--- config.mk ---
export PLATFORM = sky130hd
export DESIGN_NAME = tty_input_line_discipline
export DESIGN_NICKNAME = d
export VERILOG_FILES = /design/src/hw/rtl/ttyld_pkg.sv /design/src/hw/rtl/ttyld_decode.sv /design/src/hw/rtl/ttyld_line_ram.sv /design/src/hw/rtl/tty_input_line_discipline.sv
export SDC_FILE = /design/constraint.sdc
export NUM_CORES = 1
export LEC_CHECK = 0
export ABC_AREA = 1
export BUFFER_PORTS_ARGS = -buffer_cell sky130_fd_sc_hd__clkbuf_2
export CORE_AREA = 2 2 191 193
export CTS_CLUSTER_DIAMETER = 60
export DETAILED_ROUTE_END_ITERATION = 7
export DIE_AREA = 0 0 193 195
export GPL_ROUTABILITY_DRIVEN = 0
export PLACE_DENSITY = 0.6
export SYNTH_ARGS = -nofsm -noshare
export SYNTH_HDL_FRONTEND = slang
export SYNTH_HIERARCHICAL = 1
export SYNTH_SLANG_ARGS = --single-unit
--- constraint.sdc ---
create_clock -name i_clk -period 8.3 [get_ports i_clk]
set_clock_uncertainty 0.05 [all_clocks]
set_input_delay 0.415 -clock i_clk [delete_from_list [all_inputs] [get_ports i_clk]]
set_output_delay 0.415 -clock i_clk [all_outputs]
set_load 0.01 [all_outputs]
--- src/hw/rtl/ttyld_pkg.sv ---
package ttyld_pkg;

    localparam logic [7:0] BYTE_BS  = 8'h08;
    localparam logic [7:0] BYTE_NL  = 8'h0A;
    localparam logic [7:0] BYTE_CR  = 8'h0D;
    localparam logic [7:0] BYTE_SP  = 8'h20;
    localparam logic [7:0] BYTE_HAT = 8'h5E;
    localparam logic [7:0] BYTE_DEL = 8'h7F;

    localparam logic [1:0] KIND_ECHO   = 2'd0;
    localparam logic [1:0] KIND_DATA   = 2'd1;
    localparam logic [1:0] KIND_SIGNAL = 2'd2;

    localparam logic [7:0] SIG_INTR = 8'd0;
    localparam logic [7:0] SIG_STOP = 8'd1;
    localparam logic [7:0] SIG_QUIT = 8'd2;

    localparam logic [2:0] CFG_INPUT_FLAGS = 3'd0;
    localparam logic [2:0] CFG_LOCAL_FLAGS = 3'd1;
    localparam logic [2:0] CFG_ERASE_CHAR  = 3'd2;
    localparam logic [2:0] CFG_INTR_CHAR   = 3'd3;
    localparam logic [2:0] CFG_SUSP_CHAR   = 3'd4;
    localparam logic [2:0] CFG_QUIT_CHAR   = 3'd5;
    localparam logic [2:0] CFG_FOREGROUND  = 3'd6;

    localparam logic [3:0] RST_INPUT_FLAGS = 4'd8;
    localparam logic [2:0] RST_LOCAL_FLAGS = 3'd7;
    localparam logic [7:0] RST_ERASE_CHAR  = 8'd127;
    localparam logic [7:0] RST_INTR_CHAR   = 8'd3;
    localparam logic [7:0] RST_SUSP_CHAR   = 8'd26;
    localparam logic [7:0] RST_QUIT_CHAR   = 8'd28;

    typedef struct packed {
        logic [3:0] iflag;
        logic [2:0] lflag;
        logic [7:0] erase;
        logic [7:0] intr;
        logic [7:0] susp;
        logic [7:0] quit;
        logic       fg;
    } t_cfg;

    // what one item still has to do, in result order
    typedef struct packed {
        logic       hat;
        logic       chr;
        logic       sig;
        logic       erase;
        logic       nl;
        logic       cr;
        logic       pass;
        logic       st2;
        logic       st1;
        logic [7:0] byte_val;
        logic [7:0] echo_val;
        logic [7:0] sig_code;
    } t_plan;

    typedef enum logic [3:0] {
        S_IDLE,
        S_HAT,
        S_CHR,
        S_SIG,
        S_BS1,
        S_SP,
        S_BS2,
        S_RD,
        S_DATA,
        S_NL,
        S_CR,
        S_PASS,
        S_ST1,
        S_ST2
    } t_state;

    // first step once the echo bytes are out
    function automatic t_state after_echo(t_plan p, logic len_zero);
        t_state s;
        if (p.sig) begin
            s = S_SIG;
        end else if (p.erase) begin
            s = S_BS1;
        end else if (p.nl) begin
            s = len_zero ? S_NL : S_RD;
        end else if (p.pass) begin
            s = S_PASS;
        end else if (p.st2 || p.st1) begin
            s = S_ST1;
        end else begin
            s = S_IDLE;
        end
        return s;
    endfunction

endpackage

--- src/hw/rtl/ttyld_decode.sv ---
module ttyld_decode #(
    parameter int LINE_SIZE = 32,
    parameter int LEN_W     = $clog2(LINE_SIZE)
) (
    input  logic [7:0]         i_rx_byte,
    input  ttyld_pkg::t_cfg    i_cfg,
    input  logic [LEN_W-1:0]   i_len,
    output ttyld_pkg::t_plan   o_plan,
    output logic [LEN_W-1:0]   o_len_next
);

    logic [7:0]       c0;
    logic [7:0]       c1;
    logic [7:0]       c;
    logic             ign;
    logic             cntrl;
    logic             esc;
    logic             sig_on;
    logic             sig_hit;
    logic             canon;
    logic             erase_hit;
    logic             nl_hit;
    logic [LEN_W-1:0] len_w;

    always_comb begin
        c0  = i_cfg.iflag[0] ? {1'b0, i_rx_byte[6:0]} : i_rx_byte;
        ign = (c0 == ttyld_pkg::BYTE_CR) && i_cfg.iflag[1];
        if (c0 == ttyld_pkg::BYTE_NL && i_cfg.iflag[2]) begin
            c1 = ttyld_pkg::BYTE_CR;
        end else if (c0 == ttyld_pkg::BYTE_CR && i_cfg.iflag[3]) begin
            c1 = ttyld_pkg::BYTE_NL;
        end else begin
            c1 = c0;
        end
        c = (c1 == ttyld_pkg::BYTE_BS) ? i_cfg.erase : c1;

        cntrl = (c < 8'd32) || (c == ttyld_pkg::BYTE_DEL);
        esc   = i_cfg.lflag[0] && cntrl && (c != i_cfg.erase)
                && (c != ttyld_pkg::BYTE_NL) && (c != ttyld_pkg::BYTE_CR);

        sig_on  = i_cfg.lflag[1] && i_cfg.fg;
        sig_hit = sig_on && ((c == i_cfg.intr) || (c == i_cfg.susp) || (c == i_cfg.quit));
        canon   = i_cfg.lflag[2] && !sig_hit;

        // wrap a full line before the byte is applied
        len_w     = (i_len >= LEN_W'(LINE_SIZE - 1)) ? '0 : i_len;
        erase_hit = canon && (c == i_cfg.erase);
        nl_hit    = canon && !erase_hit && (c == ttyld_pkg::BYTE_NL);

        o_plan.hat   = !ign && esc;
        o_plan.chr   = !ign && (esc || (i_cfg.lflag[0] && c != ttyld_pkg::BYTE_DEL));
        o_plan.sig   = !ign && sig_hit;
        o_plan.erase = !ign && erase_hit && (len_w != '0);
        o_plan.nl    = !ign && nl_hit;
        o_plan.cr    = !ign && nl_hit && i_cfg.lflag[0];
        o_plan.pass  = !ign && !i_cfg.lflag[2] && !sig_hit;
        o_plan.st2   = !ign && canon && !erase_hit && !nl_hit && esc
                       && (len_w < LEN_W'(LINE_SIZE - 2));
        o_plan.st1   = !ign && canon && !erase_hit && !nl_hit && !o_plan.st2
                       && (len_w < LEN_W'(LINE_SIZE - 1));
        o_plan.byte_val = c;
        o_plan.echo_val = esc ? {1'b0, ~c[6], c[5:0]} : c;
        if (c == i_cfg.intr) begin
            o_plan.sig_code = ttyld_pkg::SIG_INTR;
        end else if (c == i_cfg.susp) begin
            o_plan.sig_code = ttyld_pkg::SIG_STOP;
        end else begin
            o_plan.sig_code = ttyld_pkg::SIG_QUIT;
        end

        if (!ign && canon) begin
            o_len_next = o_plan.erase ? len_w - 1'b1 : len_w;
        end else begin
            o_len_next = i_len;
        end
    end

endmodule

--- src/hw/rtl/ttyld_line_ram.sv ---
module ttyld_line_ram #(
    parameter int DEPTH = 32,
    parameter int AW    = $clog2(DEPTH)
) (
    input  logic          i_clk,
    input  logic          i_we,
    input  logic [AW-1:0] i_waddr,
    input  logic [7:0]    i_wdata,
    input  logic          i_re,
    input  logic [AW-1:0] i_raddr,
    output logic [7:0]    o_rdata
);

    logic [7:0] r_mem [DEPTH];
    logic [7:0] r_rdata;

    always_ff @(posedge i_clk) begin
        if (i_we) begin
            r_mem[i_waddr] <= i_wdata;
        end
    end

    always_ff @(posedge i_clk) begin
        if (i_re) begin
            r_rdata <= r_mem[i_raddr];
        end
    end

    assign o_rdata = r_rdata;

endmodule

--- src/hw/rtl/tty_input_line_discipline.sv ---
// Channel   Handshake                    Payload
// input     i_in_valid / o_in_stall      i_rx_byte
// result    o_out_valid / i_out_stall    o_out_kind, o_out_value, o_out_last
// config    i_cfg_valid / o_cfg_ready    i_cfg_index, i_cfg_data
//
// An item is taken while the sequencer is idle; its results then leave through the
// output register, and no new item is taken until the sequencer is back in idle.
// A newline drain reads each stored byte from the line memory (registered read), then emits it.
// An escaped store writes two memory entries, one per cycle; a plain store writes one.
// Reset clears the configuration to its defaults and empties the line; memory is not cleared.
// A stall on the result side holds the sequencer; o_in_stall stays high until the item is done.
module tty_input_line_discipline #(
    parameter int LINE_SIZE = 32
) (
    input  logic       i_clk,
    input  logic       i_rst_n,
    input  logic       i_in_valid,
    output logic       o_in_stall,
    input  logic [7:0] i_rx_byte,
    output logic       o_out_valid,
    input  logic       i_out_stall,
    output logic [1:0] o_out_kind,
    output logic [7:0] o_out_value,
    output logic       o_out_last,
    input  logic       i_cfg_valid,
    output logic       o_cfg_ready,
    input  logic [2:0] i_cfg_index,
    input  logic [7:0] i_cfg_data
);

    localparam int LEN_W = $clog2(LINE_SIZE);

    ttyld_pkg::t_cfg   r_cfg;
    ttyld_pkg::t_state r_state, n_state;
    ttyld_pkg::t_plan  r_plan, n_plan;
    ttyld_pkg::t_plan  w_plan;
    logic [LEN_W-1:0]  r_len, n_len;
    logic [LEN_W-1:0]  r_idx, n_idx;
    logic [LEN_W-1:0]  w_len_next;
    logic              r_out_valid, n_out_valid;
    logic [1:0]        r_out_kind, n_out_kind;
    logic [7:0]        r_out_value, n_out_value;
    logic              r_out_last, n_out_last;
    logic              w_emit_ok;
    logic              w_mem_we;
    logic [7:0]        w_mem_wdata;
    logic              w_mem_re;
    logic [7:0]        w_mem_rdata;

    assign o_cfg_ready = 1'b1;
    assign o_in_stall  = (r_state != ttyld_pkg::S_IDLE);
    assign o_out_valid = r_out_valid;
    assign o_out_kind  = r_out_kind;
    assign o_out_value = r_out_value;
    assign o_out_last  = r_out_last;

    always_ff @(posedge i_clk) begin
        if (!i_rst_n) begin
            r_cfg.iflag <= ttyld_pkg::RST_INPUT_FLAGS;
            r_cfg.lflag <= ttyld_pkg::RST_LOCAL_FLAGS;
            r_cfg.erase <= ttyld_pkg::RST_ERASE_CHAR;
            r_cfg.intr  <= ttyld_pkg::RST_INTR_CHAR;
            r_cfg.susp  <= ttyld_pkg::RST_SUSP_CHAR;
            r_cfg.quit  <= ttyld_pkg::RST_QUIT_CHAR;
            r_cfg.fg    <= 1'b0;
        end else if (i_cfg_valid && o_cfg_ready) begin
            case (i_cfg_index)
                ttyld_pkg::CFG_INPUT_FLAGS: r_cfg.iflag <= i_cfg_data[3:0];
                ttyld_pkg::CFG_LOCAL_FLAGS: r_cfg.lflag <= i_cfg_data[2:0];
                ttyld_pkg::CFG_ERASE_CHAR:  r_cfg.erase <= i_cfg_data;
                ttyld_pkg::CFG_INTR_CHAR:   r_cfg.intr  <= i_cfg_data;
                ttyld_pkg::CFG_SUSP_CHAR:   r_cfg.susp  <= i_cfg_data;
                ttyld_pkg::CFG_QUIT_CHAR:   r_cfg.quit  <= i_cfg_data;
                ttyld_pkg::CFG_FOREGROUND:  r_cfg.fg    <= i_cfg_data[0];
                default: ;
            endcase
        end
    end

    ttyld_decode #(
        .LINE_SIZE (LINE_SIZE),
        .LEN_W     (LEN_W)
    ) u_decode (
        .i_rx_byte  (i_rx_byte),
        .i_cfg      (r_cfg),
        .i_len      (r_len),
        .o_plan     (w_plan),
        .o_len_next (w_len_next)
    );

    // stores and drain reads belong to different items, so a read never meets a pending write
    ttyld_line_ram #(
        .DEPTH (LINE_SIZE),
        .AW    (LEN_W)
    ) u_line_ram (
        .i_clk   (i_clk),
        .i_we    (w_mem_we),
        .i_waddr (r_len),
        .i_wdata (w_mem_wdata),
        .i_re    (w_mem_re),
        .i_raddr (r_idx),
        .o_rdata (w_mem_rdata)
    );

    assign w_emit_ok = !r_out_valid || !i_out_stall;

    always_comb begin
        n_state     = r_state;
        n_plan      = r_plan;
        n_len       = r_len;
        n_idx       = r_idx;
        n_out_valid = r_out_valid && i_out_stall;
        n_out_kind  = r_out_kind;
        n_out_value = r_out_value;
        n_out_last  = r_out_last;
        w_mem_we    = 1'b0;
        w_mem_wdata = r_plan.byte_val;
        w_mem_re    = 1'b0;

        case (r_state)
            ttyld_pkg::S_IDLE: begin
                if (i_in_valid) begin
                    n_plan = w_plan;
                    n_len  = w_len_next;
                    n_idx  = '0;
                    if (w_plan.hat) begin
                        n_state = ttyld_pkg::S_HAT;
                    end else if (w_plan.chr) begin
                        n_state = ttyld_pkg::S_CHR;
                    end else begin
                        n_state = ttyld_pkg::after_echo(w_plan, w_len_next == '0);
                    end
                end
            end
            ttyld_pkg::S_HAT: begin
                if (w_emit_ok) begin
                    n_out_valid = 1'b1;
                    n_out_kind  = ttyld_pkg::KIND_ECHO;
                    n_out_value = ttyld_pkg::BYTE_HAT;
                    n_out_last  = 1'b0;
                    n_state     = ttyld_pkg::S_CHR;
                end
            end
            ttyld_pkg::S_CHR: begin
                if (w_emit_ok) begin
                    n_out_valid = 1'b1;
                    n_out_kind  = ttyld_pkg::KIND_ECHO;
                    n_out_value = r_plan.echo_val;
                    n_out_last  = !(r_plan.sig || r_plan.erase || r_plan.nl || r_plan.pass);
                    n_state     = ttyld_pkg::after_echo(r_plan, r_len == '0);
                end
            end
            ttyld_pkg::S_SIG: begin
                if (w_emit_ok) begin
                    n_out_valid = 1'b1;
                    n_out_kind  = ttyld_pkg::KIND_SIGNAL;
                    n_out_value = r_plan.sig_code;
                    n_out_last  = 1'b1;
                    n_state     = ttyld_pkg::S_IDLE;
                end
            end
            ttyld_pkg::S_BS1: begin
                if (w_emit_ok) begin
                    n_out_valid = 1'b1;
                    n_out_kind  = ttyld_pkg::KIND_ECHO;
                    n_out_value = ttyld_pkg::BYTE_BS;
                    n_out_last  = 1'b0;
                    n_state     = ttyld_pkg::S_SP;
                end
            end
            ttyld_pkg::S_SP: begin
                if (w_emit_ok) begin
                    n_out_valid = 1'b1;
                    n_out_kind  = ttyld_pkg::KIND_ECHO;
                    n_out_value = ttyld_pkg::BYTE_SP;
                    n_out_last  = 1'b0;
                    n_state     = ttyld_pkg::S_BS2;
                end
            end
            ttyld_pkg::S_BS2: begin
                if (w_emit_ok) begin
                    n_out_valid = 1'b1;
                    n_out_kind  = ttyld_pkg::KIND_ECHO;
                    n_out_value = ttyld_pkg::BYTE_BS;
                    n_out_last  = 1'b1;
                    n_state     = ttyld_pkg::S_IDLE;
                end
            end
            ttyld_pkg::S_RD: begin
                w_mem_re = 1'b1;
                n_state  = ttyld_pkg::S_DATA;
            end
            ttyld_pkg::S_DATA: begin
                if (w_emit_ok) begin
                    n_out_valid = 1'b1;
                    n_out_kind  = ttyld_pkg::KIND_DATA;
                    n_out_value = w_mem_rdata;
                    n_out_last  = 1'b0;
                    n_idx       = r_idx + 1'b1;
                    n_state     = (r_idx == r_len - 1'b1) ? ttyld_pkg::S_NL : ttyld_pkg::S_RD;
                end
            end
            ttyld_pkg::S_NL: begin
                if (w_emit_ok) begin
                    n_out_valid = 1'b1;
                    n_out_kind  = ttyld_pkg::KIND_DATA;
                    n_out_value = ttyld_pkg::BYTE_NL;
                    n_out_last  = !r_plan.cr;
                    n_len       = '0;
                    n_state     = r_plan.cr ? ttyld_pkg::S_CR : ttyld_pkg::S_IDLE;
                end
            end
            ttyld_pkg::S_CR: begin
                if (w_emit_ok) begin
                    n_out_valid = 1'b1;
                    n_out_kind  = ttyld_pkg::KIND_ECHO;
                    n_out_value = ttyld_pkg::BYTE_CR;
                    n_out_last  = 1'b1;
                    n_state     = ttyld_pkg::S_IDLE;
                end
            end
            ttyld_pkg::S_PASS: begin
                if (w_emit_ok) begin
                    n_out_valid = 1'b1;
                    n_out_kind  = ttyld_pkg::KIND_DATA;
                    n_out_value = r_plan.byte_val;
                    n_out_last  = 1'b1;
                    n_state     = ttyld_pkg::S_IDLE;
                end
            end
            ttyld_pkg::S_ST1: begin
                // an escaped byte stores the caret first, then its letter
                w_mem_we    = 1'b1;
                w_mem_wdata = r_plan.st2 ? ttyld_pkg::BYTE_HAT : r_plan.byte_val;
                n_len       = r_len + 1'b1;
                n_state     = r_plan.st2 ? ttyld_pkg::S_ST2 : ttyld_pkg::S_IDLE;
            end
            ttyld_pkg::S_ST2: begin
                w_mem_we    = 1'b1;
                w_mem_wdata = r_plan.echo_val;
                n_len       = r_len + 1'b1;
                n_state     = ttyld_pkg::S_IDLE;
            end
            default: begin
                n_state = ttyld_pkg::S_IDLE;
            end
        endcase
    end

    always_ff @(posedge i_clk) begin
        if (!i_rst_n) begin
            r_state     <= ttyld_pkg::S_IDLE;
            r_len       <= '0;
            r_idx       <= '0;
            r_out_valid <= 1'b0;
        end else begin
            r_state     <= n_state;
            r_len       <= n_len;
            r_idx       <= n_idx;
            r_out_valid <= n_out_valid;
        end
    end

    always_ff @(posedge i_clk) begin
        r_plan      <= n_plan;
        r_out_kind  <= n_out_kind;
        r_out_value <= n_out_value;
        r_out_last  <= n_out_last;
    end

`ifndef NO_ASSERTIONS
    a_len_bound: assert property (@(posedge i_clk) disable iff (!i_rst_n)
        r_len < LEN_W'(LINE_SIZE - 1) || r_len == LEN_W'(LINE_SIZE - 1))
        else $error("line length beyond line size");

    a_drain_idx: assert property (@(posedge i_clk) disable iff (!i_rst_n)
        (r_state == ttyld_pkg::S_DATA || r_state == ttyld_pkg::S_RD) |-> r_idx < r_len)
        else $error("drain index past line length");

    a_start_on_item: assert property (@(posedge i_clk) disable iff (!i_rst_n)
        (r_state != ttyld_pkg::S_IDLE) && $past(r_state == ttyld_pkg::S_IDLE)
        |-> $past(i_in_valid))
        else $error("sequencer left idle without an item");

    a_store_pair: assert property (@(posedge i_clk) disable iff (!i_rst_n)
        r_state == ttyld_pkg::S_ST2 |-> $past(r_state == ttyld_pkg::S_ST1))
        else $error("second store without first");
`endif

endmodule
==> results by group, run 1 <==
Run status
  – Status: finished clean

Routing
  – Pre-antenna DRT Iters: 6
  – Initial DRC count: approximately 1100
  – # DRC: 0
  – Via density per instance: ~5.4
  – Vias: ~12000
  – Antenna viol nets, final: 0
  – WL/cell: 18.02 µm
  – DRT Wirelength: about 42 mm

STA
  – Worst-margin pin slew: between 1 and 1.5 ns
  – RSZ-0062 raised after global routing: false
  – Final setup fails: 0
  – Pins Over Slew Limit: 0
  – Final Hold Fails: 0
  – Final worst hold slack: roughly 0.11 ns
  – Sum Neg Setup Slack: 0 ns
  – Post-layout minimum cycle time: between 3 and 4 ns
  – Crit share post-route: 0.4431
  – Slew HR: 0.2413
  – Peak Freq: ~270 MHz

Floorplan
  – # IOs: 38
  – Initial Util: 0.4779
  – Chip width: between 150 and 200 µm
  – # rows: 69
  – Die Span Y: slightly below 200 µm
  – Area of the die: 37640 µm²
  – CORE AREA: around 35000 µm²

Final layout
  – Layout cell share with drive strength beyond 1: 0.1047
  – Area growth, synth to finish: 10.46%
  – Ant diodes: 0
  – Final non-filler cell total: approximately 2300
  – Commonest non-fill, non-tap cell in the layout: nand2_1
  – Most frequent cells in the layout: 596 x nand2_1, 306 x edfxtp_1, 276 x nand3_1
  – Nets: 1842
  – Design Area, Final: ~19000 µm²

Power and ir drop
  – Peak VDD IR: 0.0002449 V
  – Internal: roughly 0.0038 W
  – Gate power share: 0.257
  – Cell area power density: around 300 nW/µm²
  – Reg power frac: 0.413
  – Clk pwr share: 0.330
  – NetSw: between 0.0015 and 0.002 W
  – Leak pwr: between 7 and 8 nW
  – Sw Share: 0.3342

Synthesis
  – Yosys warnings: 6
  – Register bit total from synthesis: roughly 360
  – EDFF count, synth: a little over 300
  – Post-Syn Area per Cell: between 9 and 10 µm²
  – Asr flop ratio synth: 0
  – Post-Syn Area: between 15000 and 20000 µm²
  – Share of the synthesized area in the top cell type: 0.5432
  – Synth Instances: between 1500 and 2000
  – Synth Flop Type: edfxtp_1
  – Top cells by area, synth: edfxtp_1 54%, nand2_1 13%, nand3_1 8.2%
  – Distinct cells, synth: 47
  – Register area share after synthesis: 0.6083
  – Post-synth top area cell: edfxtp_1

Global routing
  – Initial antenna violation count: 0
  – Pin count of the biggest net entering global routing: 70
  – Number of global-route vias before repair: 11690
  – Global-route wire length before repair: about 65 mm
  – GRT overflow: 0
  – All-layer global routing usage: 0.2241

Clocking
  – Post-CTS sizing: 0
  – CTS clk-pin slew, worst paths: about 0.060 ns
  – CTS tree: yes
  – Num CTS Buffers: between 40 and 50
  – Post-CTS Setup Inserts: 0
  – Worst-skew pair later-pin latency: between 0.5 and 0.6 ns
  – Sinks on Clock Net: between 300 and 400
  – Hold buffer count at cts: 0
  – Htree depth: 2
  – CTS max path bufs: 3
  – Clk root buf: clkbuf_16

Setup path
  – Largest fanout on the critical path: 11
  – Critical Path Most Common Cell: nand2_1
  – Critical Path RT: 8.65 ns
  – Crit path largest cell delay: 0.38 ns
  – Crit path DAT: between 4 and 5 ns
  – Kind of critical path: flip-flop to flip-flop
  – Startpoint Class: flip-flop
  – Crit. End Element: flip-flop
  – Crit path max-delay cell type: nor2_4

Place
  – Post-Place Cells: 2231
  – Placed Instance Area: 17280 µm²
  – PortBufs: 36
  – Post-DP HPWL: between 20 and 30 mm

Hold path
  – Hold WC Path Type: input port to flip-flop

Run
  – MaxCap Viol Count: 0
per-stage QoR:
stage          power (W)  utilization  setup slack [ns]
6_report        0.005684       0.5279             4.623
5_1_grt         0.005986       0.5279             4.236
4_1_cts         0.005716       0.5279             4.642
3_5_place_dp    0.003840       0.4881             4.542
3_3_place_gp    0.003819       0.4881             4.661
2_1_floorplan   0.003460            -             5.345
registers in the layout, summed over array words and instances, names as in the netlist:
register / cells
r_len: 5
r_plan: 31
r_cfg: 40
o_out_last: 1
o_out_value: 8
u_line_ram/o_rdata: 8
o_out_valid: 1
u_line_ram/r_mem: 256
o_out_kind: 2
r_idx: 5
r_state: 4
cell type report:
| class | count | area, µm² |
|---|---|---|
| tap | 461 | 576.8 |
| fill | 3166 | 16710 |
| timing repair buffer | 51 | 292.8 |
| inverter | 124 | 469.2 |
| sequential | 361 | 10290 |
| clock buffer | 51 | 1116 |
| clock inverter | 22 | 292.8 |
| multi-input combinational | 1234 | 5643 |
metal layers:
metal,vias to the layer above,wire (µm),global-route usage
met1,5894,18380,0.3121
met5,-,0,0
met4,0,1195,0.07407
li1,6050,-,-
met3,76,2413,0.03379
met2,396,19530,0.3601
synthesized netlist by cell type (all sizes together), types with 4 or more instances:
| cell type | number |
|---|---|
| nor2 | 174 |
| a21oi | 28 |
| clkbuf | 11 |
| edfxtp | 306 |
| nor3 | 11 |
| nand3b | 12 |
| nand4 | 14 |
| nand3 | 280 |
| o21ai | 51 |
| nand2 | 624 |
| xor2 | 4 |
| a221oi | 4 |
| dfxtp | 55 |
| inv | 124 |
| ha | 5 |
| buf | 64 |
critical path, delay by kind of cell (launching register included):
kind | cells | cell delay (ns)
buffers and inverters | 2 | 0.07
AO/OA/AOI/OAI | 2 | 0.24
flip-flops | 1 | 0.34
AND/OR/NAND/NOR | 25 | 2.82
worst paths after layout:
kind / start / end / slack [ns] / cells past startpoint
worst max-delay path: r_cfg[36] / r_state[2] / 4.62 / 29
worst min-delay path: i_cfg_data[5] / r_cfg[30] / 0.11 / 3
worst max register to register: r_cfg[36] / r_state[2] / 4.62 / 29
worst min register to register: r_cfg[35] / r_cfg[35] / 0.42 / 2
cell families after synthesis:
family / after synthesis / share of synthesized area
adders and majority gates: 5 / 0.003698
other: 2 / 0.0004440
AOI/OAI and AO/OA: 99 / 0.03506
buffers and inverters: 199 / 0.06154
xor gates and xnor gates: 5 / 0.002589
DFF: 361 / 0.6083
and+or+nand+nor: 1118 / 0.2884
power by group through the flow:
stage               logic, W  registers (W)  clock network [W]
floorplan            0.00115        0.00231                  0
global placement     0.00143        0.00239                  0
detailed placement   0.00145        0.00239                  0
CTS                  0.00146        0.00235            0.00191
global route         0.00164        0.00237            0.00198
finish               0.00146        0.00235            0.00187
(Power assumes the default switching activity.)
==> run 2, diff against run 1 <==
--- a/config.mk
+++ b/config.mk
@@ -5,12 +5,12 @@
 export SDC_FILE = /design/constraint.sdc
 export NUM_CORES = 1
 export LEC_CHECK = 0
-export ABC_AREA = 1
+export ABC_AREA = 0
 export BUFFER_PORTS_ARGS = -buffer_cell sky130_fd_sc_hd__clkbuf_2
-export CORE_AREA = 2 2 191 193
+export CORE_AREA = 2 2 189 191
 export CTS_CLUSTER_DIAMETER = 60
 export DETAILED_ROUTE_END_ITERATION = 7
-export DIE_AREA = 0 0 193 195
+export DIE_AREA = 0 0 191 193
 export GPL_ROUTABILITY_DRIVEN = 0
 export PLACE_DENSITY = 0.6
 export SYNTH_ARGS = -nofsm -noshare
==> constraint.sdc (replaced) <==
create_clock -name i_clk -period 3.5 [get_ports i_clk]
set_clock_uncertainty 0.05 [all_clocks]
set_input_delay 0.175 -clock i_clk [delete_from_list [all_inputs] [get_ports i_clk]]
set_output_delay 0.175 -clock i_clk [all_outputs]
set_load 0.01 [all_outputs]
==> results by group, run 2 <==
Run status
  – Status: finished, violations left
  – Violated checks: negative setup slack

Setup path
  – Crit path DAT: 4.07 ns (+0.04 ns)
  – Crit. End Element: flip-flop
  – Critical Path RT: 3.91 ns (-4.74 ns)
  – Crit path max-delay cell type: dfxtp_2
  – Startpoint Class: flip-flop
  – Setup slack, reg-to-reg: -0.15 ns (-4.78 ns)
  – Crit-path cells: nor2b_2 -> buf_6 -> buf_6 -> o31a_1 -> a221oi_4 -> buf_6 -> xnor2_2 -> nor4_4 -> o311a_1 -> buf_6 -> or2_4 -> o31ai_4 -> nor2_1 -> a311o_1 -> a211oi_2 -> a2111oi_4 -> a221oi_2
  – Largest fanout on the critical path: 11 (unchanged)
  – Crit path largest cell delay: 0.36 ns (-0.02 ns)
  – Critical Path Most Common Cell: buf_6
  – Kind of critical path: flip-flop to flip-flop

Global routing
  – All-layer global routing usage: 0.2242 (about the same)
  – GRT overflow: 0 (unchanged)
  – Global-route wire length before repair: 61.59 mm (-5.3%)
  – Pin count of the biggest net entering global routing: 55 (-21%)
  – Number of global-route vias before repair: 10310 (-12%)
  – Initial antenna violation count: 0 (unchanged)

Final layout
  – Biggest regs: u_line_ram/r_mem x256, r_cfg x40, r_plan x31
  – Nets: 1347 (-27%)
  – Layout fillers: 2833 (-11%)
  – Top reg by flops: u_line_ram/r_mem
  – Layout cell share with drive strength beyond 1: 0.2904 (+0.1856)
  – Area growth, synth to finish: 18.84%
  – Most frequent cells in the layout: 306 x edfxtp_1, 139 x buf_4, 111 x nand2_1
  – Max FFs per register: 256 (unchanged)
  – Design Area, Final: 19590 µm² (+4.9%)
  – Commonest non-fill, non-tap cell in the layout: edfxtp_1

Floorplan
  – CORE AREA: 34960 µm² (-1.2%)
  – # rows: 69 (unchanged)
  – Initial Util: 0.4715 (-0.006374)
  – # IOs: 38 (unchanged)
  – Die Span Y: 193 µm (-1.0%)
  – Area of the die: 36860 µm² (-2.1%)
  – Chip width: 191 µm (-1.0%)

Synthesis
  – Commonest cells in the synthesized netlist: 306 x edfxtp_1, 111 x nand2_1, 84 x nor2_1
  – Post-Syn Area: 16490 µm² (-2.5%)
  – Register bit total from synthesis: 361 (unchanged)
  – Distinct cells, synth: 93 (+98%)
  – Register area share after synthesis: 0.6241 (+0.01583)
  – EDFF count, synth: 306 (unchanged)
  – Synth Instances: 1159 (-35%)
  – Top cells by area, synth: edfxtp_1 56%, mux4_2 11%, dfxtp_1 6.7%
  – Share of the synthesized area in the top cell type: 0.5573 (+0.01414)
  – Synth Flop Type: edfxtp_1
  – Yosys warnings: 6 (unchanged)
  – Cell with the most instances after synthesis: edfxtp_1
  – Post-synth top area cell: edfxtp_1
  – Asr flop ratio synth: 0 (unchanged)
  – Post-Syn Area per Cell: 14.23 µm² (+50%)

Hold path
  – Hold WC Path Type: input port to flip-flop

STA
  – Worst-margin pin slew: 1.147 ns (+0.01139 ns)
  – Post-layout minimum cycle time: 3.653 ns (-0.02477 ns)
  – Final worst slack: -0.1526 ns (-4.775 ns)
  – Slew HR: 0.2354 (-0.005903)
  – Final worst hold slack: 0.04879 ns (-0.05638 ns)
  – RSZ-0062 raised after global routing: true
  – Crit share post-route: 1.044 (+0.6006)
  – Final setup fails: 3 (+3)
  – Pins Over Slew Limit: 0 (unchanged)
  – Final Hold Fails: 0 (unchanged)
  – Peak Freq: 273.8 MHz (+0.68%)
  – Sum Neg Setup Slack: -0.2574 ns (-0.2574 ns)

Place
  – Pre-CTS setup slack: -0.6052 ns (-5.147 ns)
  – Placed Instance Area: 17980 µm² (+4.1%)
  – PortBufs: 36 (unchanged)
  – Post-DP HPWL: 26.59 mm (+0.69%)

Routing
  – Pre-antenna DRT Iters: 6 (unchanged)
  – Vias: 10350 (-17%)
  – Antenna viol nets, final: 0 (unchanged)
  – Via density per instance: 5.714 (+6.0%)
  – # DRC: 0 (unchanged)
  – Initial DRC count: 878 (-18%)
  – DRT Wirelength: 39.84 mm (-4.0%)
  – WL/cell: 21.99 µm (+22%)

Clocking
  – CTS max path bufs: 3 (unchanged)
  – CTS clk-pin slew, worst paths: 0.06 ns (about the same)
  – Htree depth: 2 (unchanged)
  – Sinks on Clock Net: 361 (unchanged)
  – Worst-skew pair later-pin latency: 0.56 ns (+0.03 ns)
  – Num CTS Buffers: 41 (unchanged)
  – CTS tree: yes
  – Clk root buf: clkbuf_16

Power and ir drop
  – Peak VDD IR: 0.0005045 V (+110%)
  – Leak pwr: 6.651 nW (-11%)
  – Cell area power density: 605.8 nW/µm² (+99%)

Run
  – MaxCap Viol Count: 0 (unchanged)
## run 2: cell count changes after synthesis, sizes merged, moves of 19 or more
cell	previous run	this run
nand2	624	112
mux4	0	80
o21ai	51	32
nand3	280	29
clkbuf	11	32
inv	124	32
mux2i	0	19
nor2	174	84
a21boi	1	22
## run 2: through the flow
step                cells  power (W)  utilization
floorplan            1164   0.006848            -
finish               1812    0.01187       0.5604
global placement     1723   0.007581       0.5142
detailed placement   1723   0.007609       0.5142
CTS                  1807    0.01194       0.5577
global route         1811    0.01236       0.5603
## run 2: layout make-up
| type | count | area, µm² | share of cell area |
|---|---|---|---|
| clock inverters | 23 | 259.0 | 0.01322 |
| flip-flops and latches | 361 | 10300 | 0.5256 |
| inverters | 34 | 127.6 | 0.006513 |
| multi-input cells | 691 | 5842 | 0.2981 |
| well taps | 461 | 576.8 | 0.02944 |
| repair buffers | 189 | 1389 | 0.07088 |
| diodes | 1 | 2.502 | 0.0001277 |
| clock buffers | 52 | 1099 | 0.05607 |
## run 2: worst paths after layout
kind          startpoint          end  cells after the start
max            r_cfg[36]   r_state[1]                     17
min          i_out_stall  o_out_valid                      3
max reg2reg    r_cfg[36]   r_state[1]                     17
min reg2reg     r_cfg[5]     r_cfg[5]                      2
## run 2: cells by family after synthesis
| group | count (synthesis) | share of synthesized area |
|---|---|---|
| compound gates | 199 | 0.09076 |
| xor+xnor | 25 | 0.01374 |
| fa+ha+maj | 5 | 0.003794 |
| buf+inv | 112 | 0.03332 |
| flops | 361 | 0.6241 |
| mux | 107 | 0.1263 |
| other cells | 2 | 0.0004555 |
| simple gates | 348 | 0.1075 |
## run 2: power by group
part | switching [W] | total (W) | internal (W)
sequential | 0.000164 | 0.00527 | 0.00510
combinational | 0.00136 | 0.00230 | 0.000944
clock | 0.00170 | 0.00430 | 0.00260
total | 0.00322 | 0.0119 | 0.00865
## run 2: timing repair
action / 4_1_cts / 5_1_grt
resized for setup: 14 / 10
pin swaps: 13 / 10
buffers inserted: 1 / 4
hold buffers: 8 / 0
endpoints found under the setup margin: 5 / 6
endpoints found under the hold margin: 39 / 0
## run 2: critical path: cells and delay by family (launching register included)
kind	cells	cell delay [ns]
AND/OR/NAND/NOR	4	0.46
flip-flops	1	0.36
AO/OA/AOI/OAI	8	1.98
XOR/XNOR	1	0.14
buffers and inverters	4	0.57
## run 2: metal layers
| metal | track usage | wire length, µm | vias to the layer above | share of wire |
|---|---|---|---|---|
| met3 | 0.04271 | 1931 | 70 | 0.048 |
| met2 | 0.3629 | 19180 | 241 | 0.48 |
| met5 | 0 | 0 | - | 0 |
| li1 | - | - | 4808 | - |
| met4 | 0.07484 | 1196 | 0 | 0.030 |
| met1 | 0.3071 | 17530 | 5234 | 0.44 |
